`config.mk`:
```
export PLATFORM = sky130hd
export DESIGN_NAME = ring_node_frame_engine_unit_flat
export DESIGN_NICKNAME = d
export VERILOG_FILES = /design/src/rtl/rnfe_pkg.sv /design/src/rtl/rnfe_channels.sv /design/src/rtl/rnfe_csr.sv /design/src/rtl/rnfe_debounce.sv /design/src/rtl/rnfe_seq.sv /design/src/rtl/ring_node_frame_engine_unit.sv /design/src/flat_wrapper.sv
export SDC_FILE = /design/constraint.sdc
export NUM_CORES = 1
export LEC_CHECK = 0
export BUFFER_PORTS_ARGS = -buffer_cell sky130_fd_sc_hd__clkbuf_2
export CELL_PAD_IN_SITES_DETAIL_PLACEMENT = 1
export CELL_PAD_IN_SITES_GLOBAL_PLACEMENT = 1
export CORE_ASPECT_RATIO = 1.5
export CORE_UTILIZATION = 45
export CTS_CLUSTER_DIAMETER = 50
export DETAILED_ROUTE_END_ITERATION = 8
export GPL_TIMING_DRIVEN = 0
export PLACE_DENSITY = 0.84
export SLEW_MARGIN = 25
export SYNTH_ARGS = -nofsm -noshare
export SYNTH_HDL_FRONTEND = slang
export SYNTH_SLANG_ARGS = --single-unit
```
`constraint.sdc`:
```
create_clock -name clock -period 4.99 [get_ports clock]
set_input_delay 0.7485 -clock clock [delete_from_list [all_inputs] [get_ports clock]]
set_output_delay 0.7485 -clock clock [all_outputs]
set_load 0.02 [all_outputs]
```
`src/rtl/rnfe_pkg.sv`:
```
`timescale 1ns / 1ps
`default_nettype none
// -----------------------------------------------------------------------------
// rnfe_pkg
// Shared types, field positions, command codes and register indexes of the
// ring node frame engine.
// -----------------------------------------------------------------------------
package rnfe_pkg;

   localparam int FRAME_BYTES = 16;
   localparam int POS_W       = $clog2(FRAME_BYTES);
   localparam int CSR_ADDR_W  = 3;
   localparam int CSR_DATA_W  = 32;

   // input item modes
   localparam logic [1:0] MODE_RX    = 2'd0;
   localparam logic [1:0] MODE_PRESS = 2'd1;
   localparam logic [1:0] MODE_TICK  = 2'd2;

   // byte positions within a frame
   localparam logic [POS_W-1:0] POS_PAD0  = 4'd0;
   localparam logic [POS_W-1:0] POS_DEST  = 4'd1;
   localparam logic [POS_W-1:0] POS_SRC   = 4'd2;
   localparam logic [POS_W-1:0] POS_PROTO = 4'd3;
   localparam logic [POS_W-1:0] POS_HOP   = 4'd4;
   localparam logic [POS_W-1:0] POS_CMD   = 4'd5;
   localparam logic [POS_W-1:0] POS_DATA0 = 4'd6;
   localparam logic [POS_W-1:0] POS_DATA3 = 4'd9;
   localparam logic [POS_W-1:0] POS_DATA6 = 4'd12;
   localparam logic [POS_W-1:0] POS_DATA7 = 4'd13;
   localparam logic [POS_W-1:0] POS_CHECK = 4'd14;
   localparam logic [POS_W-1:0] POS_PAD1  = 4'd15;

   localparam logic [7:0] PROTO_ID    = 8'd4;
   localparam logic [7:0] MASTER_ADDR = 8'h00;

   localparam logic [7:0] CMD_LED    = 8'd100;
   localparam logic [7:0] CMD_PRESS  = 8'd101;
   localparam logic [7:0] CMD_UID_LO = 8'd102;
   localparam logic [7:0] CMD_UID_HI = 8'd103;

   // configuration register indexes
   localparam logic [CSR_ADDR_W-1:0] CSR_NODE_ADDR = 3'd0;
   localparam logic [CSR_ADDR_W-1:0] CSR_DEBOUNCE  = 3'd1;
   localparam logic [CSR_ADDR_W-1:0] CSR_UID_LOW   = 3'd2;
   localparam logic [CSR_ADDR_W-1:0] CSR_UID_MID   = 3'd3;
   localparam logic [CSR_ADDR_W-1:0] CSR_UID_HIGH  = 3'd4;

   localparam logic [7:0]  NODE_ADDR_RESET = 8'd111;
   localparam logic [31:0] DEBOUNCE_RESET  = 32'd1600000;

   typedef struct packed {
      logic [7:0]  node_address;
      logic [31:0] debounce_ticks;
      logic [31:0] unique_id_low;
      logic [31:0] unique_id_mid;
      logic [31:0] unique_id_high;
   } cfg_type;

   typedef struct packed {
      logic press;
      logic tick;
      logic clear;
   } dbn_ctl_type;

endpackage

`default_nettype wire

```
`src/rtl/rnfe_channels.sv`:
```
`timescale 1ns / 1ps
`default_nettype none
// -----------------------------------------------------------------------------
// rnfe channels
// Valid/ready channel interfaces: received items, outgoing frame beats and
// register writes.
// -----------------------------------------------------------------------------
interface rnfe_req_if import rnfe_pkg::*; ();
   logic       valid;
   logic       ready;
   logic [1:0] mode;
   logic [7:0] rx_byte;

   modport source (output valid, output mode, output rx_byte, input ready);
   modport sink   (input valid, input mode, input rx_byte, output ready);
endinterface

interface rnfe_rsp_if import rnfe_pkg::*; ();
   logic       valid;
   logic       ready;
   logic [7:0] tx_byte;
   logic       last_byte;
   logic       is_reply;
   logic       led_on;

   modport source (output valid, output tx_byte, output last_byte, output is_reply,
                   output led_on, input ready);
   modport sink   (input valid, input tx_byte, input last_byte, input is_reply,
                   input led_on, output ready);
endinterface

interface rnfe_csr_if import rnfe_pkg::*; ();
   logic                  valid;
   logic                  ready;
   logic [CSR_ADDR_W-1:0] addr;
   logic [CSR_DATA_W-1:0] wdata;

   modport source (output valid, output addr, output wdata, input ready);
   modport sink   (input valid, input addr, input wdata, output ready);
endinterface

`default_nettype wire

```
`src/rtl/rnfe_csr.sv`:
```
`timescale 1ns / 1ps
`default_nettype none
// -----------------------------------------------------------------------------
// rnfe_csr
// Configuration registers: node address, debounce length, unique-id words.
// -----------------------------------------------------------------------------
module rnfe_csr import rnfe_pkg::*; (
   input  wire logic   clock,
   input  wire logic   reset,
   rnfe_csr_if.sink    csr_bus,
   output cfg_type     cfg
);

   cfg_type cfg_ff;

   assign csr_bus.ready = 1'b1;
   assign cfg           = cfg_ff;

   always_ff @(posedge clock) begin
      if (reset) begin
         cfg_ff.node_address   <= NODE_ADDR_RESET;
         cfg_ff.debounce_ticks <= DEBOUNCE_RESET;
         cfg_ff.unique_id_low  <= '0;
         cfg_ff.unique_id_mid  <= '0;
         cfg_ff.unique_id_high <= '0;
      end else if (csr_bus.valid) begin
         unique case (csr_bus.addr)
            CSR_NODE_ADDR: cfg_ff.node_address   <= csr_bus.wdata[7:0];
            CSR_DEBOUNCE:  cfg_ff.debounce_ticks <= csr_bus.wdata;
            CSR_UID_LOW:   cfg_ff.unique_id_low  <= csr_bus.wdata;
            CSR_UID_MID:   cfg_ff.unique_id_mid  <= csr_bus.wdata;
            CSR_UID_HIGH:  cfg_ff.unique_id_high <= csr_bus.wdata;
            default: begin
            end
         endcase
      end
   end

endmodule

`default_nettype wire

```
`src/rtl/rnfe_debounce.sv`:
```
`timescale 1ns / 1ps
`default_nettype none
// -----------------------------------------------------------------------------
// rnfe_debounce
// Button press counter with a tick-timed lockout after each accepted press.
// -----------------------------------------------------------------------------
module rnfe_debounce import rnfe_pkg::*; (
   input  wire logic        clock,
   input  wire logic        reset,
   input  wire dbn_ctl_type ctl,
   input  wire logic [31:0] debounce_ticks,
   output logic [7:0]       press_count
);

   logic [7:0]  count_ff;
   logic        active_ff;
   logic [31:0] ticks_ff;
   logic [31:0] ticks_in;

   assign press_count = count_ff;
   assign ticks_in    = ticks_ff + 32'd1;

   always_ff @(posedge clock) begin
      if (reset) begin
         count_ff  <= '0;
         active_ff <= 1'b0;
         ticks_ff  <= '0;
      end else begin
         if (ctl.clear) begin
            count_ff <= '0;
         end else if (ctl.press && !active_ff) begin
            count_ff  <= count_ff + 8'd1;
            active_ff <= 1'b1;
            ticks_ff  <= '0;
         end
         if (ctl.tick && active_ff) begin
            // a zero setting ends the lockout on the first tick, same as one
            if (ticks_in >= debounce_ticks) begin
               active_ff <= 1'b0;
               ticks_ff  <= '0;
            end else begin
               ticks_ff <= ticks_in;
            end
         end
      end
   end

endmodule

`default_nettype wire

```
`src/rtl/rnfe_seq.sv`:
```
`timescale 1ns / 1ps
`default_nettype none
// -----------------------------------------------------------------------------
// rnfe_seq
// Frame store and sequencer: collects bytes, verifies the checksum with a
// shared 8-bit adder, decodes the header and streams the outgoing frame while
// the same adder rebuilds its checksum.
// -----------------------------------------------------------------------------
module rnfe_seq import rnfe_pkg::*; (
   input  wire logic    clock,
   input  wire logic    reset,
   rnfe_req_if.sink     req_bus,
   rnfe_rsp_if.source   rsp_bus,
   input  wire cfg_type cfg,
   input  wire logic [7:0] press_count,
   output dbn_ctl_type  dbn_ctl
);

   typedef enum logic [1:0] {ST_IDLE, ST_CHECK, ST_DECIDE, ST_EMIT} state_type;

   state_type        state_ff;
   logic [7:0]       store_ff [FRAME_BYTES];
   logic [POS_W-1:0] pos_ff;
   logic [POS_W-1:0] k_ff;
   logic [7:0]       sum_ff;
   logic [7:0]       dest_ff;
   logic [7:0]       src_ff;
   logic [7:0]       proto_ff;
   logic [7:0]       cmd_ff;
   logic [7:0]       data7_ff;
   logic             ok_ff;
   logic             reply_ff;
   logic [7:0]       snap_ff;
   logic             led_ff;
   logic             out_valid_ff;
   logic [7:0]       out_byte_ff;
   logic             out_last_ff;
   logic             out_reply_ff;
   logic             out_led_ff;

   logic       accept;
   logic [7:0] rd_byte;
   logic [7:0] emit_byte;
   logic [7:0] add_op;
   logic [7:0] add_sum;
   logic [1:0] uid_idx;
   logic       hdr_ok;
   logic       for_me;
   logic       load;
   logic       in_body;

   assign req_bus.ready = (state_ff == ST_IDLE);
   assign accept        = req_bus.valid && req_bus.ready;

   assign rsp_bus.valid     = out_valid_ff;
   assign rsp_bus.tx_byte   = out_byte_ff;
   assign rsp_bus.last_byte = out_last_ff;
   assign rsp_bus.is_reply  = out_reply_ff;
   assign rsp_bus.led_on    = out_led_ff;

   assign rd_byte = store_ff[k_ff];

   // shared adder: checksum verify on the way in, rebuild on the way out
   assign add_op  = (state_ff == ST_CHECK) ? rd_byte : emit_byte;
   assign add_sum = sum_ff + add_op;

   assign hdr_ok  = ok_ff && (proto_ff == PROTO_ID) && (src_ff == MASTER_ADDR) &&
                    (dest_ff != MASTER_ADDR);
   assign for_me  = hdr_ok && (dest_ff == cfg.node_address);
   assign load    = (state_ff == ST_EMIT) && (!out_valid_ff || rsp_bus.ready);
   assign in_body = (k_ff >= POS_DEST) && (k_ff <= POS_DATA7);

   assign dbn_ctl.press = accept && (req_bus.mode == MODE_PRESS);
   assign dbn_ctl.tick  = accept && (req_bus.mode == MODE_TICK);
   assign dbn_ctl.clear = (state_ff == ST_DECIDE) && for_me && (cmd_ff == CMD_PRESS);

   always_comb begin
      uid_idx   = k_ff[1:0] - 2'd2;
      emit_byte = rd_byte;
      priority if (k_ff == POS_PAD0 || k_ff == POS_PAD1) begin
         emit_byte = 8'h00;
      end else if (k_ff == POS_CHECK) begin
         emit_byte = ~sum_ff;
      end else if (!reply_ff) begin
         if (k_ff == POS_HOP) begin
            emit_byte = rd_byte + 8'd1;
         end
      end else if (k_ff == POS_DEST) begin
         emit_byte = MASTER_ADDR;
      end else if (k_ff == POS_SRC) begin
         emit_byte = cfg.node_address;
      end else if (k_ff == POS_PROTO) begin
         emit_byte = PROTO_ID;
      end else if (k_ff == POS_HOP) begin
         emit_byte = 8'h00;
      end else if (k_ff >= POS_DATA0) begin
         priority if (cmd_ff == CMD_PRESS) begin
            if (k_ff == POS_DATA7) begin
               emit_byte = snap_ff;
            end
         end else if (cmd_ff == CMD_UID_LO) begin
            if (k_ff <= POS_DATA3) begin
               emit_byte = cfg.unique_id_low[8*uid_idx +: 8];
            end else if (k_ff <= POS_DATA6) begin
               emit_byte = cfg.unique_id_mid[8*uid_idx +: 8];
            end
         end else if (cmd_ff == CMD_UID_HI) begin
            if (k_ff <= POS_DATA3) begin
               emit_byte = cfg.unique_id_high[8*uid_idx +: 8];
            end
         end else begin
            emit_byte = rd_byte;
         end
      end else begin
         emit_byte = rd_byte;
      end
   end

   always_ff @(posedge clock) begin
      if (accept && req_bus.mode == MODE_RX) begin
         store_ff[pos_ff] <= req_bus.rx_byte;
      end
   end

   always_ff @(posedge clock) begin
      if (reset) begin
         state_ff     <= ST_IDLE;
         pos_ff       <= '0;
         led_ff       <= 1'b0;
         out_valid_ff <= 1'b0;
      end else begin
         if (rsp_bus.ready && !load) begin
            out_valid_ff <= 1'b0;
         end
         unique case (state_ff)
            ST_IDLE: begin
               if (accept && req_bus.mode == MODE_RX) begin
                  pos_ff <= pos_ff + 1'b1;
                  if (pos_ff == POS_PAD1) begin
                     state_ff <= ST_CHECK;
                     k_ff     <= POS_DEST;
                     sum_ff   <= '0;
                  end
               end
            end
            ST_CHECK: begin
               if (k_ff == POS_CHECK) begin
                  ok_ff    <= (rd_byte == ~sum_ff);
                  state_ff <= ST_DECIDE;
               end else begin
                  sum_ff <= add_sum;
                  k_ff   <= k_ff + 1'b1;
               end
               if (k_ff == POS_DEST)  dest_ff  <= rd_byte;
               if (k_ff == POS_SRC)   src_ff   <= rd_byte;
               if (k_ff == POS_PROTO) proto_ff <= rd_byte;
               if (k_ff == POS_CMD)   cmd_ff   <= rd_byte;
               if (k_ff == POS_DATA7) data7_ff <= rd_byte;
            end
            ST_DECIDE: begin
               k_ff     <= POS_PAD0;
               sum_ff   <= '0;
               snap_ff  <= press_count;
               if (hdr_ok && !for_me) begin
                  reply_ff <= 1'b0;
                  state_ff <= ST_EMIT;
               end else if (for_me) begin
                  reply_ff <= 1'b1;
                  unique case (cmd_ff)
                     CMD_LED: begin
                        led_ff   <= (data7_ff != 8'h00);
                        state_ff <= ST_EMIT;
                     end
                     CMD_PRESS, CMD_UID_LO, CMD_UID_HI: begin
                        state_ff <= ST_EMIT;
                     end
                     default: begin
                        state_ff <= ST_IDLE;
                     end
                  endcase
               end else begin
                  state_ff <= ST_IDLE;
               end
            end
            ST_EMIT: begin
               if (load) begin
                  out_valid_ff <= 1'b1;
                  out_byte_ff  <= emit_byte;
                  out_last_ff  <= (k_ff == POS_PAD1);
                  out_reply_ff <= reply_ff;
                  out_led_ff   <= led_ff;
                  if (in_body) begin
                     sum_ff <= add_sum;
                  end
                  k_ff <= k_ff + 1'b1;
                  if (k_ff == POS_PAD1) begin
                     state_ff <= ST_IDLE;
                  end
               end
            end
            default: begin
               state_ff <= ST_IDLE;
            end
         endcase
      end
   end

`ifndef SYNTHESIS
   // a frame is only checked once the byte position has wrapped
   assert property (@(posedge clock) disable iff (reset)
      (state_ff == ST_CHECK) |-> (pos_ff == '0))
      else $error("frame check started with partial frame");

   // press count is cleared only by a valid read-count request for this node
   assert property (@(posedge clock) disable iff (reset)
      dbn_ctl.clear |-> (state_ff == ST_DECIDE && ok_ff && dest_ff == cfg.node_address))
      else $error("press count cleared outside a matching request");

   // output beats are only loaded while streaming a frame
   assert property (@(posedge clock) disable iff (reset)
      ($rose(out_valid_ff)) |-> ($past(state_ff) == ST_EMIT))
      else $error("output beat loaded outside frame streaming");

   // the last beat of a frame carries the padding byte
   assert property (@(posedge clock) disable iff (reset)
      (out_valid_ff && out_last_ff) |-> (out_byte_ff == 8'h00))
      else $error("last beat is not padding");
`endif

endmodule

`default_nettype wire

```
`src/rtl/ring_node_frame_engine_unit.sv`:
```
`timescale 1ns / 1ps
`default_nettype none
// -----------------------------------------------------------------------------
// ring_node_frame_engine_unit
// Byte-serial ring node: frame collection, checksum, forwarding and replies.
// -----------------------------------------------------------------------------
// A received byte, a button press or a timer tick is taken whenever the engine
// is idle. When the sixteenth byte of a frame arrives the engine stops taking
// beats: its one 8-bit adder walks the frame store to verify the checksum, the
// decide state decodes the header, and a forwarded or reply frame then leaves as
// 16 beats, at most one per cycle, while the same adder builds the new
// checksum. Input resumes once the last beat is loaded into the output
// register, so any stall on the output side also holds off input, and a
// dropped frame returns to idle straight after the header is decoded.
module ring_node_frame_engine_unit import rnfe_pkg::*; (
   input  wire logic  clock,
   input  wire logic  reset,
   rnfe_req_if.sink   req_bus,
   rnfe_rsp_if.source rsp_bus,
   rnfe_csr_if.sink   csr_bus
);

   cfg_type     cfg;
   dbn_ctl_type dbn_ctl;
   logic [7:0]  press_count;

   rnfe_csr u_csr (
      .clock   (clock),
      .reset   (reset),
      .csr_bus (csr_bus),
      .cfg     (cfg)
   );

   rnfe_debounce u_debounce (
      .clock          (clock),
      .reset          (reset),
      .ctl            (dbn_ctl),
      .debounce_ticks (cfg.debounce_ticks),
      .press_count    (press_count)
   );

   rnfe_seq u_seq (
      .clock       (clock),
      .reset       (reset),
      .req_bus     (req_bus),
      .rsp_bus     (rsp_bus),
      .cfg         (cfg),
      .press_count (press_count),
      .dbn_ctl     (dbn_ctl)
   );

endmodule

`default_nettype wire

```
`src/flat_wrapper.sv`:
```
// flat-port wrapper written by rule: the top's interface ports become plain ports
module ring_node_frame_engine_unit_flat import rnfe_pkg::*;
  (clock, reset, req_bus_valid, req_bus_mode, req_bus_rx_byte, req_bus_ready, rsp_bus_valid, rsp_bus_tx_byte, rsp_bus_last_byte, rsp_bus_is_reply, rsp_bus_led_on, rsp_bus_ready, csr_bus_valid, csr_bus_addr, csr_bus_wdata, csr_bus_ready);
  rnfe_req_if req_bus_i ();
  rnfe_rsp_if rsp_bus_i ();
  rnfe_csr_if csr_bus_i ();
  input  wire logic clock;
  input  wire logic reset;
  input wire logic [$bits(req_bus_i.valid)-1:0] req_bus_valid;
  input wire logic [$bits(req_bus_i.mode)-1:0] req_bus_mode;
  input wire logic [$bits(req_bus_i.rx_byte)-1:0] req_bus_rx_byte;
  output wire logic [$bits(req_bus_i.ready)-1:0] req_bus_ready;
  output wire logic [$bits(rsp_bus_i.valid)-1:0] rsp_bus_valid;
  output wire logic [$bits(rsp_bus_i.tx_byte)-1:0] rsp_bus_tx_byte;
  output wire logic [$bits(rsp_bus_i.last_byte)-1:0] rsp_bus_last_byte;
  output wire logic [$bits(rsp_bus_i.is_reply)-1:0] rsp_bus_is_reply;
  output wire logic [$bits(rsp_bus_i.led_on)-1:0] rsp_bus_led_on;
  input wire logic [$bits(rsp_bus_i.ready)-1:0] rsp_bus_ready;
  input wire logic [$bits(csr_bus_i.valid)-1:0] csr_bus_valid;
  input wire logic [$bits(csr_bus_i.addr)-1:0] csr_bus_addr;
  input wire logic [$bits(csr_bus_i.wdata)-1:0] csr_bus_wdata;
  output wire logic [$bits(csr_bus_i.ready)-1:0] csr_bus_ready;
  assign req_bus_i.valid = req_bus_valid;
  assign req_bus_i.mode = req_bus_mode;
  assign req_bus_i.rx_byte = req_bus_rx_byte;
  assign req_bus_ready = req_bus_i.ready;
  assign rsp_bus_valid = rsp_bus_i.valid;
  assign rsp_bus_tx_byte = rsp_bus_i.tx_byte;
  assign rsp_bus_last_byte = rsp_bus_i.last_byte;
  assign rsp_bus_is_reply = rsp_bus_i.is_reply;
  assign rsp_bus_led_on = rsp_bus_i.led_on;
  assign rsp_bus_i.ready = rsp_bus_ready;
  assign csr_bus_i.valid = csr_bus_valid;
  assign csr_bus_i.addr = csr_bus_addr;
  assign csr_bus_i.wdata = csr_bus_wdata;
  assign csr_bus_ready = csr_bus_i.ready;
  ring_node_frame_engine_unit u_core (.clock(clock), .reset(reset), .req_bus(req_bus_i), .rsp_bus(rsp_bus_i), .csr_bus(csr_bus_i));
endmodule
```
==> impl_metrics.ini, run 1 <==
[worst_setup_path]
path_max_fanout = 10
crit_type = reg -> reg
arrival_ps = 5310
crit_chain = buf_6 > buf_12 > mux4_2 > a22oi_2 > nand2_4 > ha_1 > a21oi_1 > o21ai_0 > and2_1 > a31o_1 > mux2_4 > ha_1 > a21o_1 > a21oi_2 > o21bai_1 > a21oi_2 > o21ai_1 > xor2_1 > nand3b_1 > or4_1 > nand4_1
cp.required_ps = 5400
startpoint_type = register
max_stage_delay_ps = 530
cpMaxStageDelayCell = mux4_2
setup.worst_path.end_class = register
rrSetupSlack_ps = 100

[floorplan]
fp.dieW_um = 166.0
die_h_um = 247.9
rows = 89
start_util_pct = 45.90
ios = 64
die_area_um2 = 41150
core_area_um2 = 39530

[cells_and_area]
areaGrowthSynthToFinish_pct = 14.78
stdcell_area_um2 = 20830
fin_util_pct = 52.69
fin_nets = 1948
drive_gt1_share_pct = 15.73
antennaDiodeCount = 0

[logic_synthesis]
synth_area_per_cell_um2 = 10.55
synth_enable_flop_cells = 201
netlist.area_leader.share_pct = 33.26
yosys_warnings = 0
ys_async_sr_fraction_pct = 0
syn-num-nets = 1821
ys_ff_latch = 390
syn-cell-area_um2 = 18150
ys_seq_area_share_pct = 54.11
synthMostInstantiatedCell = nand2_1
synthFlopType = edfxtp_1
synthTopCellsByArea = edfxtp_1 33%, dfxtp_1 21%, nand2_1 7.5%
synth_cell_types = 84
synth_top_area_cell = edfxtp_1
syn_inst = 1720
yosys-top-cells-count = 362 x nand2_1, 201 x edfxtp_1, 189 x dfxtp_1

[timing]
hold_viol_final = 0
tightest_slew_ps = 1035
slew_headroom_pct = 30.73
post-route-period-util_pct = 98.05
layout_min_cycle_time_ps = 4893
slew_viol_final = 0
finalSetupViolations = 0
skew_ps = 16.22
fmax_mhz = 204.4
hold_slack_ps = 434.0

[placement]
dp_hpwl_um = 41320
place_area_um2 = 19110
place_congestion = 0.9526
portBuffers = 61

[pwr]
p_total_mw = 9.218
cellLeakagePower_nw = 7.440
power_density_nw_per_um2 = 442.6
ir_worst_vdd_uv = 337.8

[cts]
path_clk_slew_ps = 70
cts_sinks = 390
cts_root_buf = clkbuf_16
htree_levels = 2
clockBufferDepth = 3
numCtsBuffers = 37
clk_latency_ps = 560
tritoncts = yes
hold_buffers = 0

[route]
vias_per_cell = 5.993
num_vias = 14233
wl_per_cell_um = 24.80
drc = 6
drtAntennaViolNets = 0
drt_first_iter_violations = 939
drt_wl_total_um = 58900
dr.pass1.iters = 7

[run_status]
violations = DRC
status = finished, violations left

[global_route]
grt_max_degree = 17
grt_pass1_vias = 14985
grt_pass1_wl_um = 87860
grt.overflow.total = 0
grt_antenna_before_repair = 0
grt_usage_pct = 28.21

[hold_path]
hp-class = reg -> reg

[flow_run]
cap_viol_max_count = 0
## cells by family (layout without fill, tap and decap cells)
family                     Yosys count  count (layout)  share of synthesized area [%]
DFF                                390             390                          54.11
xor gates and xnor gates            71              71                          3.427
and+or+nand+nor                    646             646                          16.04
adders and majority gates           51              51                          3.558
AOI/OAI and AO/OA                  343             343                          11.87
buffers and inverters              146             301                          3.379
other                                1               1                        0.02067
muxes                               72              72                          7.592
## critical path, delay by kind of cell (launching register included)
family | cells | cell delay, ps
AOI/OAI and AO/OA | 9 | 1590
and+or+nand+nor | 5 | 940
muxes | 2 | 810
adders and majority gates | 2 | 590
DFF | 1 | 340
buffers and inverters | 2 | 300
xor gates and xnor gates | 1 | 180
## flip-flops by register name, summed over array words and instances, names as in the netlist, 2 cells and up, named ones only
register,flops
u_core.u_seq.dest_ff,8
u_core.u_seq.sum_ff,8
u_core.u_debounce.press_count,8
u_core.u_seq.snap_ff,8
u_core.u_seq.proto_ff,8
u_core.u_seq.src_ff,8
u_core.u_seq.state_ff,2
u_core.u_seq.pos_ff,4
u_core.u_seq.store_ff,128
u_core.u_debounce.ticks_ff,32
u_core.u_seq.cmd_ff,8
u_core.u_seq.k_ff,4
u_core.u_csr.cfg,136
u_core.u_seq.data7_ff,8
u_core.u_seq.rsp_bus.tx_byte,8
## through the flow
| stage | setup TNS (ps) | worst slack (ps) | instances |
|---|---|---|---|
| after CTS | 0 | 16.29 | 2361 |
| after global placement | -5084 | -1482 | 2281 |
| after detailed placement | -6083 | -1703 | 2283 |
| final | 0 | 97.32 | 2375 |
| after global routing | -108.9 | -108.9 | 2375 |
| after floorplan | 0 | 36.02 | 1720 |
## final cells by class
cell class,count,area (µm²)
fillers,4297,18700
flip-flops and latches,390,9821
multi-input cells,1184,7918
clock buffers,46,1041
well taps,500,625.6
repair buffers,91,543.0
plain buffers,97,489.2
clock inverters,21,211.5
inverters,46,178.9
## what timing repair did
action / 4_1_cts / 5_1_grt
pin swaps: 6 / 10
buffers inserted: 12 / 16
endpoints found under the setup margin: 8 / 31
gates resized for setup: 37 / 37
## final timing paths
path | endpoint | from | cells after the start
worst min register to register | u_core.u_seq.rsp_bus.led_on | u_core.u_seq.led_ff | 0
worst max-delay path | u_core.u_seq.sum_ff[7] | register | 21
worst min-delay path | u_core.u_seq.rsp_bus.led_on | u_core.u_seq.led_ff | 0
worst max register to register | u_core.u_seq.sum_ff[7] | register | 21
## per-layer routing
metal | part of all wire (%) | routed length, µm | global-route usage, %
met1 | 37 | 21630 | 30.13
met4 | 7.2 | 4266 | 19.57
met3 | 5.1 | 2979 | 4.768
met2 | 51 | 30030 | 51.03
met5 | 0 | 0 | 0
## where the power goes
part / internal [mW] / switching [mW]
combinational: 1.02 / 1.64
sequential: 3.56 / 0.0700
clock: 1.65 / 1.28
total: 6.23 / 2.98
## cells in the final DEF, fill, tap and decap left out, drive strengths merged, types with 9 or more instances in the layout
cell	count
inv	48
nand3	39
dfxtp	189
a21oi	170
mux4	51
edfxtp	201
nor3	27
buf	51
nor4	14
mux2i	12
nor2b	14
a21o	17
a22oi	26
nand2	366
xor2	32
nor3b	10
xnor2	39
clkinv	13
and3	23
mux2	9
o21ai	44
nand4	19
and2	19
clkbuf	183
nor2	89
ha	50
a211oi	12
Note: power is estimated with default switching activity, not from simulation.
==> inputs of run 2 (changes only) <==
--- a/config.mk
+++ b/config.mk
@@ -8,7 +8,6 @@
 export BUFFER_PORTS_ARGS = -buffer_cell sky130_fd_sc_hd__clkbuf_2
 export CELL_PAD_IN_SITES_DETAIL_PLACEMENT = 1
 export CELL_PAD_IN_SITES_GLOBAL_PLACEMENT = 1
-export CORE_ASPECT_RATIO = 1.5
 export CORE_UTILIZATION = 45
 export CTS_CLUSTER_DIAMETER = 50
 export DETAILED_ROUTE_END_ITERATION = 8
==> impl_metrics.ini, run 2 (synthesis gave the netlist of run 1 again) <==
[global_route]
grt_pass1_vias = 15403
grt_max_degree = 17
grt_usage_pct = 29.56
grt_pass1_wl_um = 92520
grt.overflow.total = 0
grt_antenna_before_repair = 1

[cells_and_area]
multiInputGateArea_um2 = 7900
final_cells = 2419
largest_reg_flops = 136
antennaDiodeCount = 0
seq_area_um2 = 9819
layout_common_cells = 361 x nand2_1, 201 x edfxtp_1, 189 x dfxtp_1
drive_gt1_share_pct = 16.37
num-fill-cells = 4294
areaGrowthSynthToFinish_pct = 16.70
fin_nets = 1960
stdcell_area_um2 = 21180
layout_commonest_cell = nand2_1

[floorplan]
core_area_um2 = 39730
start_util_pct = 45.67
ios = 64
rows = 73
die_area_um2 = 41130
fp.dieW_um = 202.8
die_h_um = 202.8

[timing]
setup_tns_ps = -15.70
tightest_slew_ps = 999.1
hold_slack_ps = 442.5
fin_ws_ps = -15.70
post-route-period-util_pct = 100.3
hold_viol_final = 0
layout_min_cycle_time_ps = 5006
slew_viol_final = 0
fmax_mhz = 199.8
finalSetupViolations = 1
skew_ps = 33.32
slew_headroom_pct = 33.15
rsz0062_at_grt = yes

[pwr]
power_density_nw_per_um2 = 458.9
power_switching_mw = 3.125
p_seq_share_pct = 37.4
power_frac_comb_pct = 27.9
ir_worst_vdd_uv = 314.0
pwr-share-clk_pct = 34.7
swShare_pct = 32.16
internal_power_mw = 6.593
cellLeakagePower_nw = 7.598

[worst_setup_path]
cp.required_ps = 5410
path_max_fanout = 10
crit_type = reg -> reg
cpMaxStageDelayCell = or4_1
startpoint_type = register
path_buf_inv = 4
crit_chain = buf_6 > buf_8 > buf_12 > clkinvlp_4 > ha_4 > o21ba_2 > o21ai_2 > or2_2 > nand2_1 > nand3_1 > o2111ai_2 > o221ai_2 > a31o_1 > mux2_4 > ha_1 > a21o_1 > a21oi_2 > o21bai_1 > a21oi_2 > o21ai_1 > xor2_1 > nand3b_1 > or4_1 > nand4_1
cp_common_cell = a21oi_2
arrival_ps = 5430
max_stage_delay_ps = 440
path_delay_family = compound AO/OA/AOI/OAI gates
setup.worst_path.end_class = register

[run_status]
status = finished, violations left
violations = setup timing

[route]
top_layer_used = met5
wl_per_cell_um = 25.14
vias_per_cell = 6.028
wl_met2_um = 29540
wl_met3_um = 4088
drt_first_iter_violations = 1302
drt_wl_total_um = 60810
drtAntennaViolNets = 0
drc = 0
wl_met1_um = 24390
num_vias = 14581
dr.pass1.iters = 5

[placement]
detailedPlace.worstSlack_ps = -1672
portBuffers = 61
dp_hpwl_um = 40830
place_area_um2 = 19130
dp_cells = 2306
place_congestion = 0.9276

[cts]
cts_root_buf = clkbuf_16
numCtsBuffers = 45
clk_latency_ps = 590
path_clk_slew_ps = 60
clockBufferDepth = 3
tritoncts = yes
hold_buffers = 0
htree_levels = 2
cts_sinks = 390

[hold_path]
hp-class = reg -> reg

[flow_run]
cap_viol_max_count = 0
## run 2: changes by cell type in the layout (fill, tap and decap cells not counted), moves of 2 or more
cell	before	now
clkbuf_16	38	47
buf_2	6	3
clkbuf_1	70	73
a221oi_2	3	5
buf_12	2	4
buf_4	31	33
buf_8	3	1
clkinv_8	0	2
inv_6	2	4
## run 2: area by class of cell
cell class,instances,area share [%]
inverters,46,0.8331
multi-input cells,1184,37.31
repair buffers,94,2.753
flip-flops and latches,390,46.37
well taps,525,3.102
clock buffers,56,5.796
plain buffers,98,2.517
clock inverters,26,1.323
## run 2: final timing paths
check | end | cells after the start | start | slack (ps)
worst min register to register | u_core.u_seq.rsp_bus.led_on | 0 | u_core.u_seq.led_ff | 440
worst min-delay path | u_core.u_seq.rsp_bus.led_on | 0 | u_core.u_seq.led_ff | 440
worst max register to register | u_core.u_seq.sum_ff[7] | 24 | u_core.u_seq.k_ff[1] | -20
worst max-delay path | u_core.u_seq.sum_ff[7] | 24 | u_core.u_seq.k_ff[1] | -20
## run 2: stage by stage
stage | power (mW) | util [%]
CTS | 9.526 | 52.74
detailed placement | 5.927 | 48.15
global placement | 5.842 | 48.09
floorplan | 5.192 | -
global route | 10.01 | 53.30
finish | 9.718 | 53.30
## run 2: worst reg2reg max path, cell delays in order, from the launching register on
cell	delay, ps
edfxtp_1	430
buf_6	170
buf_8	160
buf_12	170
clkinvlp_4	130
ha_4	170
o21ba_2	200
o21ai_2	90
or2_2	350
nand2_1	80
nand3_1	100
o2111ai_2	140
o221ai_2	150
a31o_1	280
mux2_4	280
ha_1	300
a21o_1	170
a21oi_2	150
o21bai_1	100
a21oi_2	170
o21ai_1	100
xor2_1	280
nand3b_1	130
or4_1	440
nand4_1	130
## run 2: per-layer routing
metal / vias up / GRT usage (%)
li1: 6480 / -
met1: 7390 / 36.59
met2: 545 / 50.38
met3: 164 / 5.185
met4: 2 / 13.40
met5: - / 0
## run 2: repair_timing
action / CTS / global route
pin swaps: 9 / 9
gates cloned: 0 / 1
setup buffers: 19 / 13
setup endpoints to repair: 10 / 31
gates resized for setup: 46 / 24
## run 2: power by group through the flow
| stage | Sequential [mW] | Combinational, mW | Clock, mW |
|---|---|---|---|
| 3_3_place_gp | 3.69 | 2.15 | 0 |
| 6_report | 3.63 | 2.71 | 3.37 |
| 3_5_place_dp | 3.70 | 2.23 | 0 |
| 2_1_floorplan | 3.67 | 1.52 | 0 |
| 5_1_grt | 3.64 | 2.86 | 3.51 |
| 4_1_cts | 3.63 | 2.50 | 3.40 |
